`src/design/salted_sha1_nid_encoder_macros.svh`:
```
// Assertion macros shared by the encoder modules.
// No dependencies.
`ifndef SALTED_SHA1_NID_ENCODER_MACROS_SVH
`define SALTED_SHA1_NID_ENCODER_MACROS_SVH
// Implication checked at every rising clock edge outside reset.
`define SSN_ASSERT_IMP(lbl, clk, rstn, ante, cons, msg) \
  lbl: assert property (@(posedge clk) disable iff (!rstn) (ante) |-> (cons)) else $error(msg);
// Next-cycle implication.
`define SSN_ASSERT_NXT(lbl, clk, rstn, ante, cons, msg) \
  lbl: assert property (@(posedge clk) disable iff (!rstn) (ante) |=> (cons)) else $error(msg);
`endif

```
`src/design/ssn_pkg.sv`:
```
// Shared constants, types and functions of the salted SHA-1 identifier encoder.
// No dependencies.
package ssn_pkg;
  localparam int unsigned MaxSaltBytes = 16;
  localparam int unsigned IdChars      = 11;
  localparam int unsigned QDepth       = 4;

  localparam logic [1:0] RegMode      = 2'd0;
  localparam logic [1:0] RegSaltFirst = 2'd1;
  localparam logic [1:0] RegSaltLast  = 2'd2;
  localparam logic [1:0] RegSaltLen   = 2'd3;

  localparam logic [31:0] H0 = 32'h67452301;
  localparam logic [31:0] H1 = 32'hEFCDAB89;
  localparam logic [31:0] H2 = 32'h98BADCFE;
  localparam logic [31:0] H3 = 32'h10325476;
  localparam logic [31:0] H4 = 32'hC3D2E1F0;

  // One classified byte for the back end: a message byte, with end-of-name mark.
  typedef struct packed {
    logic [7:0] data;
    logic       last;
  } ssn_item_t;

  // Latched configuration as the back end sees it.
  typedef struct packed {
    logic [2:0]  mode;
    logic [63:0] salt_first;
    logic [63:0] salt_last;
    logic [4:0]  salt_len;
  } ssn_cfg_t;

  function automatic logic [6:0] b64_char(input logic [5:0] idx);
    logic [6:0] c;
    if (idx < 6'd26)      c = 7'd65 + {1'b0, idx};
    else if (idx < 6'd52) c = 7'd71 + {1'b0, idx};
    else if (idx < 6'd62) c = {1'b0, idx} - 7'd4;
    else if (idx == 6'd62) c = 7'd43;
    else                  c = 7'd45;
    return c;
  endfunction

  function automatic logic [31:0] rol(input logic [31:0] x, input int unsigned s);
    return (x << s) | (x >> (32 - s));
  endfunction
endpackage

```
`src/design/ssn_stream_if.sv`:
```
// Valid/ready channel interface for byte input and character output.
// No dependencies; the payload widths are fixed in the interfaces.
interface ssn_in_if;
  logic       valid;
  logic       ready;
  logic [7:0] name_byte;
  logic       last_byte;
  modport source (output valid, output name_byte, output last_byte, input ready);
  modport sink   (input valid, input name_byte, input last_byte, output ready);
endinterface

interface ssn_out_if;
  logic       valid;
  logic       ready;
  logic [6:0] nid_char;
  logic       last_char;
  modport source (output valid, output nid_char, output last_char, input ready);
  modport sink   (input valid, input nid_char, input last_char, output ready);
endinterface

```
`src/design/salted_sha1_nid_encoder.sv`:
```
// Salted SHA-1 symbol identifier encoder: sequential, one name at a time.
// Throughput: one byte per cycle into the block while in the name state, then each
// 64-byte block stalls intake for its 80 rounds and the chaining add.
// Path: the queue registers each byte; after the last byte come the salt bytes, one
// per cycle, a step into padding, padding to the block end, compression of each
// final block (one or two), then 11 characters, one per accepted cycle. Reset (async,
// active low) restores the chaining values and clears the queue.
module salted_sha1_nid_encoder (
  input  logic        clk_i,
  input  logic        rst_ni,
  ssn_in_if.sink      in_if,
  ssn_out_if.source   out_if,
  input  logic        cfg_we_i,
  input  logic [1:0]  cfg_idx_i,
  input  logic [63:0] cfg_data_i
);
  import ssn_pkg::*;

  ssn_cfg_t  cfg_q;
  ssn_item_t item;
  logic      item_valid, item_pop;

  // Hold configuration registers.
  always_ff @(posedge clk_i or negedge rst_ni) begin
    if (!rst_ni) begin
      cfg_q <= '0;
    end else if (cfg_we_i) begin
      case (cfg_idx_i)
        RegMode:      cfg_q.mode       <= cfg_data_i[2:0];
        RegSaltFirst: cfg_q.salt_first <= cfg_data_i;
        RegSaltLast:  cfg_q.salt_last  <= cfg_data_i;
        RegSaltLen:   cfg_q.salt_len   <= cfg_data_i[4:0];
        default: ;
      endcase
    end
  end

  ssn_front u_front (
    .clk_i, .rst_ni, .in_if,
    .item_o(item), .item_valid_o(item_valid), .item_pop_i(item_pop)
  );

  ssn_back u_back (
    .clk_i, .rst_ni, .cfg_i(cfg_q),
    .item_i(item), .item_valid_i(item_valid), .item_pop_o(item_pop), .out_if
  );
endmodule

```
`src/design/ssn_front.sv`:
```
// Input front end: takes name bytes and queues them for the hash engine.
// Depends on ssn_pkg and ssn_stream_if.
module ssn_front (
  input  logic              clk_i,
  input  logic              rst_ni,
  ssn_in_if.sink            in_if,
  output ssn_pkg::ssn_item_t item_o,
  output logic              item_valid_o,
  input  logic              item_pop_i
);
  import ssn_pkg::*;

  localparam int unsigned AW = $clog2(QDepth);

  ssn_item_t         mem_q [QDepth];
  logic [AW-1:0]     wr_q, rd_q;
  logic [AW:0]       cnt_q;
  logic              push;

  assign in_if.ready  = (cnt_q != QDepth[AW:0]);
  assign push         = in_if.valid && in_if.ready;
  assign item_valid_o = (cnt_q != '0);
  assign item_o       = mem_q[rd_q];

  // Store accepted bytes.
  always_ff @(posedge clk_i) begin
    if (push) begin
      mem_q[wr_q] <= '{data: in_if.name_byte, last: in_if.last_byte};
    end
  end

  // Advance pointers and count.
  always_ff @(posedge clk_i or negedge rst_ni) begin
    if (!rst_ni) begin
      wr_q  <= '0;
      rd_q  <= '0;
      cnt_q <= '0;
    end else begin
      if (push) wr_q <= wr_q + 1'b1;
      if (item_pop_i) rd_q <= rd_q + 1'b1;
      cnt_q <= cnt_q + {{AW{1'b0}}, push} - {{AW{1'b0}}, item_pop_i};
    end
  end

  `include "salted_sha1_nid_encoder_macros.svh"
  `SSN_ASSERT_IMP(a_no_pop_empty, clk_i, rst_ni, item_pop_i, cnt_q != '0, "pop from empty queue")
  `SSN_ASSERT_IMP(a_cnt_bound, clk_i, rst_ni, 1'b1, cnt_q <= QDepth[AW:0], "queue overfilled")
  `SSN_ASSERT_NXT(a_full_cnt, clk_i, rst_ni, push && !item_pop_i, cnt_q == $past(cnt_q) + 1'b1, "count lost")
endmodule

```
`src/design/ssn_back.sv`:
```
// Hash back end: SHA-1 over name, salt and padding, then character output.
// Depends on ssn_pkg and ssn_stream_if.
module ssn_back (
  input  logic               clk_i,
  input  logic               rst_ni,
  input  ssn_pkg::ssn_cfg_t  cfg_i,
  input  ssn_pkg::ssn_item_t item_i,
  input  logic               item_valid_i,
  output logic               item_pop_o,
  ssn_out_if.source          out_if
);
  import ssn_pkg::*;

  typedef enum logic [2:0] {
    S_NAME, S_SALT, S_PAD, S_COMP, S_FINAL, S_EMIT
  } state_e;

  state_e        state_q, ret_q;
  logic [31:0]   w_q [16];
  logic [31:0]   h_q [5];
  logic [31:0]   a_q, b_q, c_q, d_q, e_q;
  logic [6:0]    rnd_q;
  logic [60:0]   cnt_q;
  logic [5:0]    pos_q;
  logic [4:0]    salt_i_q, salt_n_q;
  logic [63:0]   bits_q;
  logic [3:0]    ch_q;
  logic          mark_q;      // 0x80 already placed
  logic          lenblk_q;    // current pad block carries the bit length
  logic [2:0]    mode_q;

  logic        wr_en;
  logic [7:0]  wr_byte;
  logic        blk_end;
  logic [31:0] wnew, wcur, f, k, t;
  logic [7:0]  dig [20];
  logic [63:0] v_pack;
  logic [5:0]  grp;
  logic [7:0]  sb;
  logic [3:0]  wi;
  logic        little, lowfirst, hi_win;
  logic        char_done;

  assign item_pop_o = (state_q == S_NAME) && item_valid_i;
  assign wi         = rnd_q[3:0];

  // Salt byte selection.
  always_comb begin
    if (salt_i_q < 5'd8) sb = cfg_i.salt_first[8*(7-salt_i_q[2:0]) +: 8];
    else                 sb = cfg_i.salt_last[8*(7-salt_i_q[2:0]) +: 8];
  end

  // Round logic.
  always_comb begin
    wnew = rol(w_q[wi+4'd13] ^ w_q[wi+4'd8] ^ w_q[wi+4'd2] ^ w_q[wi], 1);
    wcur = (rnd_q >= 7'd16) ? wnew : w_q[wi];
    if (rnd_q < 7'd20)      begin f = (b_q & c_q) | (~b_q & d_q); k = 32'h5A827999; end
    else if (rnd_q < 7'd40) begin f = b_q ^ c_q ^ d_q;            k = 32'h6ED9EBA1; end
    else if (rnd_q < 7'd60) begin
      f = (b_q & c_q) | (b_q & d_q) | (c_q & d_q); k = 32'h8F1BBCDC;
    end else                begin f = b_q ^ c_q ^ d_q;            k = 32'hCA62C1D6; end
    t = rol(a_q, 5) + f + e_q + k + wcur;
  end

  // Digest packing.
  always_comb begin
    {dig[0], dig[1], dig[2], dig[3]}     = h_q[0];
    {dig[4], dig[5], dig[6], dig[7]}     = h_q[1];
    {dig[8], dig[9], dig[10], dig[11]}   = h_q[2];
    {dig[12], dig[13], dig[14], dig[15]} = h_q[3];
    {dig[16], dig[17], dig[18], dig[19]} = h_q[4];
    little = (mode_q == 3'd1) || (mode_q == 3'd2) || (mode_q == 3'd4) || (mode_q == 3'd7);
    hi_win = (mode_q >= 3'd6);
    v_pack = '0;
    for (int i = 0; i < 8; i++) begin
      if (little) v_pack[8*i +: 8] = hi_win ? dig[12+i] : dig[i];
      else        v_pack[8*(7-i) +: 8] = hi_win ? dig[12+i] : dig[i];
    end
  end

  // Character group for the current output slot.
  always_comb begin
    lowfirst = (mode_q == 3'd2) || (mode_q == 3'd3);
    if (lowfirst)           grp = 6'(v_pack >> (6*ch_q));
    else if (ch_q == 4'd10) grp = {v_pack[3:0], 2'b00};
    else                    grp = 6'(v_pack >> (58 - 6*ch_q));
  end

  assign out_if.valid     = (state_q == S_EMIT);
  assign out_if.nid_char  = b64_char(grp);
  assign out_if.last_char = (ch_q == 4'(IdChars - 1));
  assign char_done        = out_if.valid && out_if.ready && out_if.last_char;

  // Byte to place into the block this cycle.
  always_comb begin
    wr_en = 1'b0; wr_byte = 8'h00;
    case (state_q)
      S_NAME: begin wr_en = item_valid_i; wr_byte = item_i.data; end
      S_SALT: begin wr_en = (salt_i_q != salt_n_q); wr_byte = sb; end
      S_PAD: begin
        wr_en = 1'b1;
        if (!mark_q) wr_byte = 8'h80;
        else if (lenblk_q && pos_q[5:3] == 3'b111) wr_byte = bits_q[8*(7-pos_q[2:0]) +: 8];
        else wr_byte = 8'h00;
      end
      default: ;
    endcase
  end

  assign blk_end = wr_en && (pos_q == 6'd63);

  // Block bytes and rolling schedule.
  always_ff @(posedge clk_i) begin
    if (wr_en) begin
      w_q[pos_q[5:2]][8*(3-pos_q[1:0]) +: 8] <= wr_byte;
    end else if (state_q == S_COMP) begin
      w_q[wi] <= wcur;
    end
  end

  // Sequencer: absorb, salt, pad, compress, finalize, emit.
  always_ff @(posedge clk_i or negedge rst_ni) begin
    if (!rst_ni) begin
      state_q <= S_NAME; ret_q <= S_NAME;
      h_q[0] <= H0; h_q[1] <= H1; h_q[2] <= H2; h_q[3] <= H3; h_q[4] <= H4;
      cnt_q <= '0; pos_q <= '0; rnd_q <= '0; salt_i_q <= '0; salt_n_q <= '0;
      ch_q <= '0; mark_q <= 1'b0; lenblk_q <= 1'b0; mode_q <= '0;
      bits_q <= '0;
      a_q <= '0; b_q <= '0; c_q <= '0; d_q <= '0; e_q <= '0;
    end else begin
      case (state_q)
        S_NAME: if (item_valid_i) begin
          cnt_q <= cnt_q + 61'd1;
          pos_q <= pos_q + 6'd1;
          if (item_i.last) begin
            mode_q   <= cfg_i.mode;
            salt_n_q <= (cfg_i.salt_len > 5'(MaxSaltBytes)) ? 5'(MaxSaltBytes)
                                                            : cfg_i.salt_len;
            salt_i_q <= '0;
          end
          if (blk_end) begin
            state_q <= S_COMP; rnd_q <= '0;
            ret_q <= item_i.last ? S_SALT : S_NAME;
            a_q <= h_q[0]; b_q <= h_q[1]; c_q <= h_q[2]; d_q <= h_q[3]; e_q <= h_q[4];
          end else if (item_i.last) state_q <= S_SALT;
        end
        S_SALT: begin
          if (salt_i_q == salt_n_q) begin
            // Salt exhausted: turn to padding.
            state_q <= S_PAD; mark_q <= 1'b0; lenblk_q <= 1'b0;
            bits_q <= {cnt_q, 3'b000};
          end else begin
            cnt_q <= cnt_q + 61'd1;
            pos_q <= pos_q + 6'd1;
            salt_i_q <= salt_i_q + 5'd1;
            if (blk_end) begin
              state_q <= S_COMP; rnd_q <= '0; ret_q <= S_SALT;
              a_q <= h_q[0]; b_q <= h_q[1]; c_q <= h_q[2]; d_q <= h_q[3]; e_q <= h_q[4];
            end
          end
        end
        S_PAD: begin
          pos_q  <= pos_q + 6'd1;
          mark_q <= 1'b1;
          if (blk_end) begin
            state_q <= S_COMP; rnd_q <= '0;
            a_q <= h_q[0]; b_q <= h_q[1]; c_q <= h_q[2]; d_q <= h_q[3]; e_q <= h_q[4];
            if (mark_q && lenblk_q) begin
              ret_q <= S_EMIT;
            end else begin
              ret_q <= S_PAD; lenblk_q <= 1'b1;
            end
          end else if (!mark_q) begin
            lenblk_q <= (pos_q < 6'd56);
          end
        end
        S_COMP: begin
          e_q <= d_q; d_q <= c_q; c_q <= rol(b_q, 30); b_q <= a_q; a_q <= t;
          rnd_q <= rnd_q + 7'd1;
          if (rnd_q == 7'd79) state_q <= S_FINAL;
        end
        S_FINAL: begin
          h_q[0] <= h_q[0] + a_q; h_q[1] <= h_q[1] + b_q; h_q[2] <= h_q[2] + c_q;
          h_q[3] <= h_q[3] + d_q; h_q[4] <= h_q[4] + e_q;
          state_q <= ret_q;
          ch_q <= '0;
        end
        S_EMIT: begin
          if (out_if.ready) begin
            if (ch_q == 4'(IdChars - 1)) begin
              state_q <= S_NAME; ch_q <= '0;
              h_q[0] <= H0; h_q[1] <= H1; h_q[2] <= H2; h_q[3] <= H3; h_q[4] <= H4;
              cnt_q <= '0;
            end else begin
              ch_q <= ch_q + 4'd1;
            end
          end
        end
        default: state_q <= S_NAME;
      endcase
    end
  end

  `include "salted_sha1_nid_encoder_macros.svh"
  `SSN_ASSERT_IMP(a_pop_name, clk_i, rst_ni, item_pop_o, state_q == S_NAME, "pop outside name")
  `SSN_ASSERT_IMP(a_emit_idx, clk_i, rst_ni, out_if.valid, ch_q <= 4'd10, "char index past end")
  `SSN_ASSERT_NXT(a_last_wrap, clk_i, rst_ni, char_done, state_q == S_NAME, "no return after last")
endmodule

```
`src/flat_wrapper.sv`:
```
// flat-port wrapper written by rule: the top's interface ports become plain ports
module salted_sha1_nid_encoder_flat import ssn_pkg::*;
  (clk_i, rst_ni, cfg_we_i, cfg_idx_i, cfg_data_i, in_if_valid, in_if_name_byte, in_if_last_byte, in_if_ready, out_if_valid, out_if_nid_char, out_if_last_char, out_if_ready);
  ssn_in_if in_if_i ();
  ssn_out_if out_if_i ();
  input  logic clk_i;
  input  logic rst_ni;
  input  logic cfg_we_i;
  input  logic [1:0] cfg_idx_i;
  input  logic [63:0] cfg_data_i;
  input wire logic [$bits(in_if_i.valid)-1:0] in_if_valid;
  input wire logic [$bits(in_if_i.name_byte)-1:0] in_if_name_byte;
  input wire logic [$bits(in_if_i.last_byte)-1:0] in_if_last_byte;
  output wire logic [$bits(in_if_i.ready)-1:0] in_if_ready;
  output wire logic [$bits(out_if_i.valid)-1:0] out_if_valid;
  output wire logic [$bits(out_if_i.nid_char)-1:0] out_if_nid_char;
  output wire logic [$bits(out_if_i.last_char)-1:0] out_if_last_char;
  input wire logic [$bits(out_if_i.ready)-1:0] out_if_ready;
  assign in_if_i.valid = in_if_valid;
  assign in_if_i.name_byte = in_if_name_byte;
  assign in_if_i.last_byte = in_if_last_byte;
  assign in_if_ready = in_if_i.ready;
  assign out_if_valid = out_if_i.valid;
  assign out_if_nid_char = out_if_i.nid_char;
  assign out_if_last_char = out_if_i.last_char;
  assign out_if_i.ready = out_if_ready;
  salted_sha1_nid_encoder u_core (.clk_i(clk_i), .rst_ni(rst_ni), .in_if(in_if_i), .out_if(out_if_i), .cfg_we_i(cfg_we_i), .cfg_idx_i(cfg_idx_i), .cfg_data_i(cfg_data_i));
endmodule
```
`config.mk`:
```
export PLATFORM = sky130hd
export DESIGN_NAME = salted_sha1_nid_encoder_flat
export DESIGN_NICKNAME = d
export VERILOG_FILES = /design/src/design/ssn_pkg.sv /design/src/design/ssn_stream_if.sv /design/src/design/salted_sha1_nid_encoder.sv /design/src/design/ssn_front.sv /design/src/design/ssn_back.sv /design/src/flat_wrapper.sv
export VERILOG_INCLUDE_DIRS = /design/src /design/src/design
export SDC_FILE = /design/constraint.sdc
export NUM_CORES = 2
export LEC_CHECK = 0
export BUFFER_PORTS_ARGS = -buffer_cell sky130_fd_sc_hd__buf_2
export CAP_MARGIN = 20
export CORE_ASPECT_RATIO = 1.5
export CORE_MARGIN = 2
export CORE_UTILIZATION = 60
export CTS_BUF_LIST = sky130_fd_sc_hd__clkbuf_8
export CTS_CLUSTER_DIAMETER = 150
export CTS_CLUSTER_SIZE = 40
export DETAILED_ROUTE_END_ITERATION = 8
export GPL_TIMING_DRIVEN = 1
export MAX_ROUTING_LAYER = met4
export PLACE_DENSITY = 0.84
export SYNTH_ARGS = -nofsm -noshare
export SYNTH_HDL_FRONTEND = slang
export SYNTH_SLANG_ARGS = --single-unit
```
`constraint.sdc`:
```
create_clock -name clk_i -period 9.9 [get_ports clk_i]
set_input_delay 1.485 -clock clk_i [delete_from_list [all_inputs] [get_ports clk_i]]
set_output_delay 1.485 -clock clk_i [all_outputs]
set_load 0.05 [all_outputs]
```
-- Word-level counts from Yosys, hierarchy flattened
Memories as Yosys holds them, arrays and structs flattened.
Cells that the tools add are included.
- memories: 2
- word-level logic and storage cells: 274
- bits of input ports: 80
- register bits: 623
- memory bits (writable): 548
- output and inout port bits: 10
- reductions and logical operators: 35
- shifts and indexed selects: 7
- multiplexer cells: 110
- bitwise gates (word level): 16
- multipliers: 1
- add/sub/neg operators: 29
- equality and inequality tests: 34
- magnitude comparators: 11
- memories (name ; words ; bits a word ; rd ports ; clocked after memory_dff ; write ports ; RTL line ; source):
    u_core.u_back.w_q ; 16 ; 32 ; 4 ; 0 ; 1 ; ssn_back.sv:19 ; logic [31:0] w_q [16];
    u_core.u_front.mem_q ; 4 ; 9 ; 1 ; 0 ; 1 ; ssn_front.sv:15 ; ssn_item_t mem_q [QDepth];
- operators by type and width (kind ; count):
    32-bit two-way mux ; 24
    32-bit one-hot mux with 4 select lines ; 5
    160-bit two-way mux ; 2
    160-bit one-hot mux with 2 select lines ; 1
    32-bit adder ; 9
    61-bit two-way mux ; 4
    64-bit by 33-bit variable part select with 8-bit output ; 3
    61-bit one-hot mux with 3 select lines ; 1
    32-bit XOR ; 5
    8-bit two-way mux ; 19
    32-bit AND ; 4
    32-bit OR ; 3
    64-bit by 32-bit right shift with 6-bit output ; 1
    64-bit by 7-bit right shift with 6-bit output ; 1
    61-bit by 1-bit adder with 61-bit output (second input constant) ; 1
    3-bit two-way mux ; 15
    7-bit two-way mux ; 6
    32-bit negation with 34-bit output ; 1
    8-bit by 34-bit variable shift with 32-bit output (first input constant) ; 1
    8-bit by 34-bit variable part select with 32-bit output ; 1
    32-bit NOT ; 1
    32-bit by 1-bit OR with 32-bit output ; 1
    32-bit by 30-bit OR with 32-bit output ; 1
    32-bit by 5-bit OR with 32-bit output ; 1
    63 further kinds ; 132

-- Depth between registers and ports, before layout
- depth after elaboration: 13
- gate-level depth with buffers: 35

-- Cells and area by module
A second synthesis with hierarchy kept.
- cell total of the unflattened synthesis: 6376
- area total of the unflattened synthesis: 76261.9 um2
- by module, submodules not included (module ; cells an instance ; area an instance (um2) ; times used):
    ssn_back ; 5999 ; 68824.8 ; 1
    salted_sha1_nid_encoder ; 290 ; 5675.4 ; 1
    ssn_front ; 87 ; 1761.7 ; 1

-- Least setup slack after synthesis
Ideal clock, no wire load.
- path type: reg2reg
- start: reg u_core.u_back.rnd_q[0]
- end: reg u_core.u_back.a_q[30]
- library setup time: 0.104 ns
- period minus slack after synthesis: 9.300 ns
- buffers on the path: 8
- setup slack: 0.600 ns
- cell stages (with the launch flop): 34
- data arrival time: 9.196 ns
- path through: dfrtp_1 buf_2 buf_2 buf_2 clkbuf_1 clkbuf_1 inv_1 ha_1 buf_1 clkbuf_1 clkbuf_1 mux4_2 mux4_2 xnor2_1 xnor2_1 nor2_1 a21oi_1 fa_1 fa_1 inv_1 fa_1 inv_1 ha_1 a21o_1 a21oi_1 o21a_1 o211ai_1 a211o_1 a41o_1 a41o_1 or4_1 a31oi_1 xor2_1 a221oi_1
- longest elaborated chain between the ends: 9
- elaborated cells between the ends (all ways): 24
- those cells by class: add/sub (7); order compare (4); mux (8); bitwise (4); memory (1)
- RTL lines (what ; RTL line ; source):
    from (decl) ; ssn_back.sv:22 ; logic [6:0] rnd_q;
    from (signal assigned) ; ssn_back.sv:179 ; rnd_q <= rnd_q + 7'd1;
    7-bit by 6-bit < comparator with 1-bit output / 4-bit adder (equally long branches) ; ssn_back.sv:59, ssn_back.sv:55 ;
    32-bit two-way mux / memory 16 x 32 bit (equally long branches) ; - ;
    32-bit two-way mux / 32-bit XOR (equally long branches) ; ssn_back.sv:58, ssn_back.sv:55 ;
    32-bit two-way mux / 32-bit XOR (equally long branches) ; ssn_back.sv:57, ssn_back.sv:55 ;
    32-bit adder / 32-bit XOR (equally long branches) ; ssn_back.sv:62, ssn_back.sv:55 ;
    32-bit adder / 32-bit by 1-bit OR with 32-bit output (equally long branches) ; ssn_back.sv:62, ssn_pkg.sv:44 ;
    32-bit adder / 32-bit two-way mux (equally long branches) ; ssn_back.sv:62, ssn_back.sv:56 ;
    32-bit adder (*) ; ssn_back.sv:62 ; t = rol(a_q, 5) + f + e_q + k + wcur;
    32-bit one-hot mux with 4 select lines (*) ; ssn_back.sv:131 ; case (state_q)
    to (signal assigned) ; ssn_back.sv:144 ; a_q <= h_q[0]; b_q <= h_q[1]; c_q <= h_q[2]; d_q <= h_q[3]; e_q <= h_q[4];
    to (signal assigned) ; ssn_back.sv:158 ; a_q <= h_q[0]; b_q <= h_q[1]; c_q <= h_q[2]; d_q <= h_q[3]; e_q <= h_q[4];
    to (signal assigned) ; ssn_back.sv:167 ; a_q <= h_q[0]; b_q <= h_q[1]; c_q <= h_q[2]; d_q <= h_q[3]; e_q <= h_q[4];
    to (decl) ; ssn_back.sv:21 ; logic [31:0] a_q, b_q, c_q, d_q, e_q;
Mark *: on every way between the ends. The rest lies on a longest branch, timed or not.
A chain may end at the register's enable or synchronous reset.

-- Worst setup path after layout
- start: reg u_core.u_back.rnd_q[0]
- end: reg u_core.u_back.a_q[29]
Same word-level chain as after synthesis.

==> qor.log <==
INFO  critical_path  worst-endpoint-arrival=9.72ns
INFO  global_routing antenna_found_initial=8
INFO  sta            worst-slew-pin-transition=1.23ns
INFO  clocking       insertion_delay=0.85ns
INFO  critical_path  critical-path-max-stage-delay=0.84ns
INFO  run            drv.max_cap_violation_count=0
INFO  global_routing number_of_global_route_vias_before_repair=57800
INFO  final_layout   area_growth_syn_to_layout=4.50%
INFO  clocking       clockRootBuffer=sky130_fd_sc_hd__clkbuf_8
INFO  final_layout   post_route_cells_drive_above_1_share=19.2%
INFO  synth          post_synth_instance_area=75800µm²
INFO  worst_hold_path min_path_type=reg2reg
INFO  synth          ys_ff_latch=1171
INFO  clocking       clk_pin_slew_worst_paths=0.28ns
INFO  floorplanning  dieHeight=439µm
INFO  route          vias_per_cell=7.26
INFO  critical_path  worst_r2r_path_depth=25
INFO  sta            timing.max_slew.rel_slack=18.1%
INFO  sta            grt_setup_unrepaired=false
INFO  sta            final.min_clock_period=9.00ns
INFO  clocking       h_tree_levels=2
INFO  clocking       post_cts_resize_count=0
INFO  synth          postSynthCellCount=6492
INFO  synth          async_flop_share=53.2%
INFO  synth          synth_seq_area_share=42.4%
INFO  critical_path  path_buf_inv=3
INFO  placed_design  place.gp.congestion=1.07
INFO  critical_path  path_depth=25
INFO  synth          ys_dominant_reg_cell=sky130_fd_sc_hd__edfxtp_1
INFO  route          detailroute.via_count=58700
INFO  route          routed_wl=263000µm
INFO  global_routing grt_first_pass_wirelength=387000µm
INFO  critical_path  critPathTopFamily=compound AO/OA/AOI/OAI gates
INFO  clocking       clkSinkCount=1171
INFO  floorplanning  initial_utilization=60.5%
INFO  critical_path  worstSetupEndpointType=flop
INFO  route          first_pass_iters=8
INFO  floorplanning  design.portCount=90
INFO  synth          synth_nets=6920
INFO  route          ant_nets=0
INFO  placed_design  detailed_place_hpwl=194000µm
INFO  global_routing grtUsageTotal=42.5%
INFO  sta            setup_tns=0ns
INFO  clocking       clock_path_buffers=3
INFO  final_layout   final_design_area_no_fill=79200µm²
INFO  floorplanning  floorplan.die.width=294µm
INFO  worst_hold_path whs_path_depth=2
INFO  critical_path  required_time_at_the_worst_slack_endpoint=10.63ns
INFO  clocking       cts_setup_buffers=0
INFO  sta            worst_clock_skew=0.0828ns
INFO  floorplanning  core_region_area=125000µm²
INFO  sta            min_period_over_period=90.9%
INFO  placed_design  count_of_buffers_inserted_at_the_top_level_ports=89
INFO  final_layout   layout.nets=6868
INFO  floorplanning  core.rowCount=159
INFO  floorplanning  design.die.area=129000µm²
INFO  sta            final_report_setup_violation_count=0
INFO  route          first_iter_violations=7386
INFO  synth          netlist-cell-type-count=92
INFO  route          post-route-drc-count=0
INFO  clocking       cts-hold-fix-buffers=0
INFO  critical_path  critical_path_fanout_max=32
INFO  synth          ys_warn_count=0
INFO  clocking       cts_made_buffers=35
INFO  global_routing grt_overflow_total=0
INFO  sta            max_transition_viols_final=0
INFO  route          post_detailed_route_wirelength_per_cell=32.6µm
INFO  sta            hold_viol=0
INFO  synth          synth_enable_flop_cells=548
INFO  critical_path  crit_slowest_cell=sky130_fd_sc_hd__xnor2_2
INFO  global_routing grt_start_max_net_pins=218
INFO  critical_path  worstSetupPathType=reg2reg
INFO  synth          syn_avg_cell_area=11.7µm²
INFO  clocking       cts_tree=built
INFO  placed_design  placed_area=78200µm²
INFO  run_status     status=finished, final reports clean
INFO  critical_path  worst_setup_path_start_kind=flop
INFO  sta            max_freq=111MHz
metal layers:
metal / global-route usage [%] / share of wire (%)
met1: 45.1 / 31
met2: 66.6 / 48
met3: 8.62 / 8.9
met4: 39.1 / 12
met5: - / 0
cells in the mapped netlist (all sizes together) (22+ instances only):
master	count	share of area [%]
mux4	543	16
o211ai	33	0.33
nand3	97	0.64
xor2	124	1.5
fa	127	3.4
and3	32	0.26
a21oi	295	1.9
a21o	73	0.72
nor2	529	2.6
edfxtp	548	22
mux2	226	3.4
mux2i	212	2.8
a211oi	57	0.56
inv	294	1.5
o31ai	28	0.28
nor2b	39	0.32
nand4	34	0.29
dfrtp	543	18
nand2	673	3.3
buf	110	0.76
o21a	38	0.38
a22oi	32	0.32
nand2b	61	0.50
o221ai	33	0.39
a31oi	170	1.4
and2	25	0.21
xnor2	194	2.3
dfstp	80	2.8
o22ai	41	0.34
ha	221	3.6
or3	41	0.34
o21ai	293	1.9
nor3	74	0.50
a221oi	22	0.26
clkbuf	272	1.3
stage by stage:
step,std cells,util (%),hold WS [ns],worst slack (ns)
2_1_floorplan,6492,-,0.445,0.600
3_3_place_gp,7963,62.3,0.460,1.44
3_5_place_dp,7984,62.4,0.471,1.15
4_1_cts,8045,62.9,0.514,1.17
5_1_grt,8082,63.2,0.542,0.567
6_report,8084,63.2,0.512,0.903
tightest hold or removal path, delay by kind of cell (launching register included):
family             cells  cell delay, ns
DFF                    1            0.39
AOI/OAI and AO/OA      1            0.06
and+or+nand+nor        1            0.05
layout make-up:
class / instances / area, µm²
multi-input combinational: 4639 / 41100
inverter: 300 / 1130
antenna: 10 / 25.0
sequential: 1171 / 32200
timing repair buffer: 293 / 2120
clock buffer: 35 / 482
clock inverter: 26 / 149
tap: 1610 / 2010
fill: 9326 / 46100
final timing paths:
path,from,end,slack (ns)
max,u_core.u_back.rnd_q[0]$_DFFE_PN0P_,u_core.u_back.a_q[29]$_DFFE_PN0P_,0.90
min reg2reg,u_core.u_back.bits_q[26]$_DFFE_PN0P_,u_core.u_back.bits_q[26]$_DFFE_PN0P_,0.51
max in group asynchronous,rst_ni,u_core.cfg_q[105]$_DFFE_PN0P_,6.89
max reg2reg,u_core.u_back.rnd_q[0]$_DFFE_PN0P_,u_core.u_back.a_q[29]$_DFFE_PN0P_,0.90
min,u_core.u_back.bits_q[26]$_DFFE_PN0P_,u_core.u_back.bits_q[26]$_DFFE_PN0P_,0.51
min in group asynchronous,rst_ni,u_core.u_back.e_q[30]$_DFFE_PN0P_,0.54
sequential cells by signal, indices dropped and copies added (netlist names), 5 cells and up:
name / count
u_core.u_back.salt_n_q: 5
u_core.u_back.c_q: 32
u_core.u_back.salt_i_q: 5
u_core.u_back.b_q: 32
u_core.u_back.rnd_q: 7
u_core.u_back.dig: 160
u_core.u_back.bits_q: 61
u_core.u_back.a_q: 32
u_core.u_back.pos_q: 6
u_core.u_back.cnt_q: 61
u_core.u_back.d_q: 32
u_core.cfg_q: 136
u_core.u_back.w_q: 512
u_core.u_front.mem_q: 36
u_core.u_back.e_q: 32
cell families (layout without fill, tap and decap cells):
kind of cell    Yosys count  in the layout  share of synthesized area [%]
simple gates           1679           1679                           9.74
compound gates         1312           1312                           11.2
flops                  1171           1171                           42.4
mux                     981            981                           22.3
buf+inv                 682            654                           3.59
fa+ha+maj               348            348                           7.00
xor+xnor                319            319                           3.74
other cells               0             10                              0
cells in the final DEF, fill, tap and decap left out, types with 35 or more instances in the layout:
cell,count
sky130_fd_sc_hd__dfstp_2,80
sky130_fd_sc_hd__a31oi_1,170
sky130_fd_sc_hd__o22ai_1,41
sky130_fd_sc_hd__nor3_1,72
sky130_fd_sc_hd__mux2_2,225
sky130_fd_sc_hd__clkbuf_8,35
sky130_fd_sc_hd__mux2i_1,212
sky130_fd_sc_hd__a21oi_1,293
sky130_fd_sc_hd__edfxtp_1,548
sky130_fd_sc_hd__buf_2,93
sky130_fd_sc_hd__or3_1,40
sky130_fd_sc_hd__dfrtp_1,535
sky130_fd_sc_hd__o21a_1,38
sky130_fd_sc_hd__nor2b_1,39
sky130_fd_sc_hd__inv_1,313
sky130_fd_sc_hd__o21ai_0,292
sky130_fd_sc_hd__buf_4,176
sky130_fd_sc_hd__ha_1,219
sky130_fd_sc_hd__xor2_1,121
sky130_fd_sc_hd__nand3_1,97
sky130_fd_sc_hd__nand2b_1,61
sky130_fd_sc_hd__a21o_1,72
sky130_fd_sc_hd__fa_1,127
sky130_fd_sc_hd__nand2_1,671
sky130_fd_sc_hd__a211oi_1,55
sky130_fd_sc_hd__xnor2_1,190
sky130_fd_sc_hd__mux4_2,543
sky130_fd_sc_hd__nor2_1,524
Power is not shown: default switching activity piles up to over one toggle a cycle in this logic, so the estimate is an artifact.
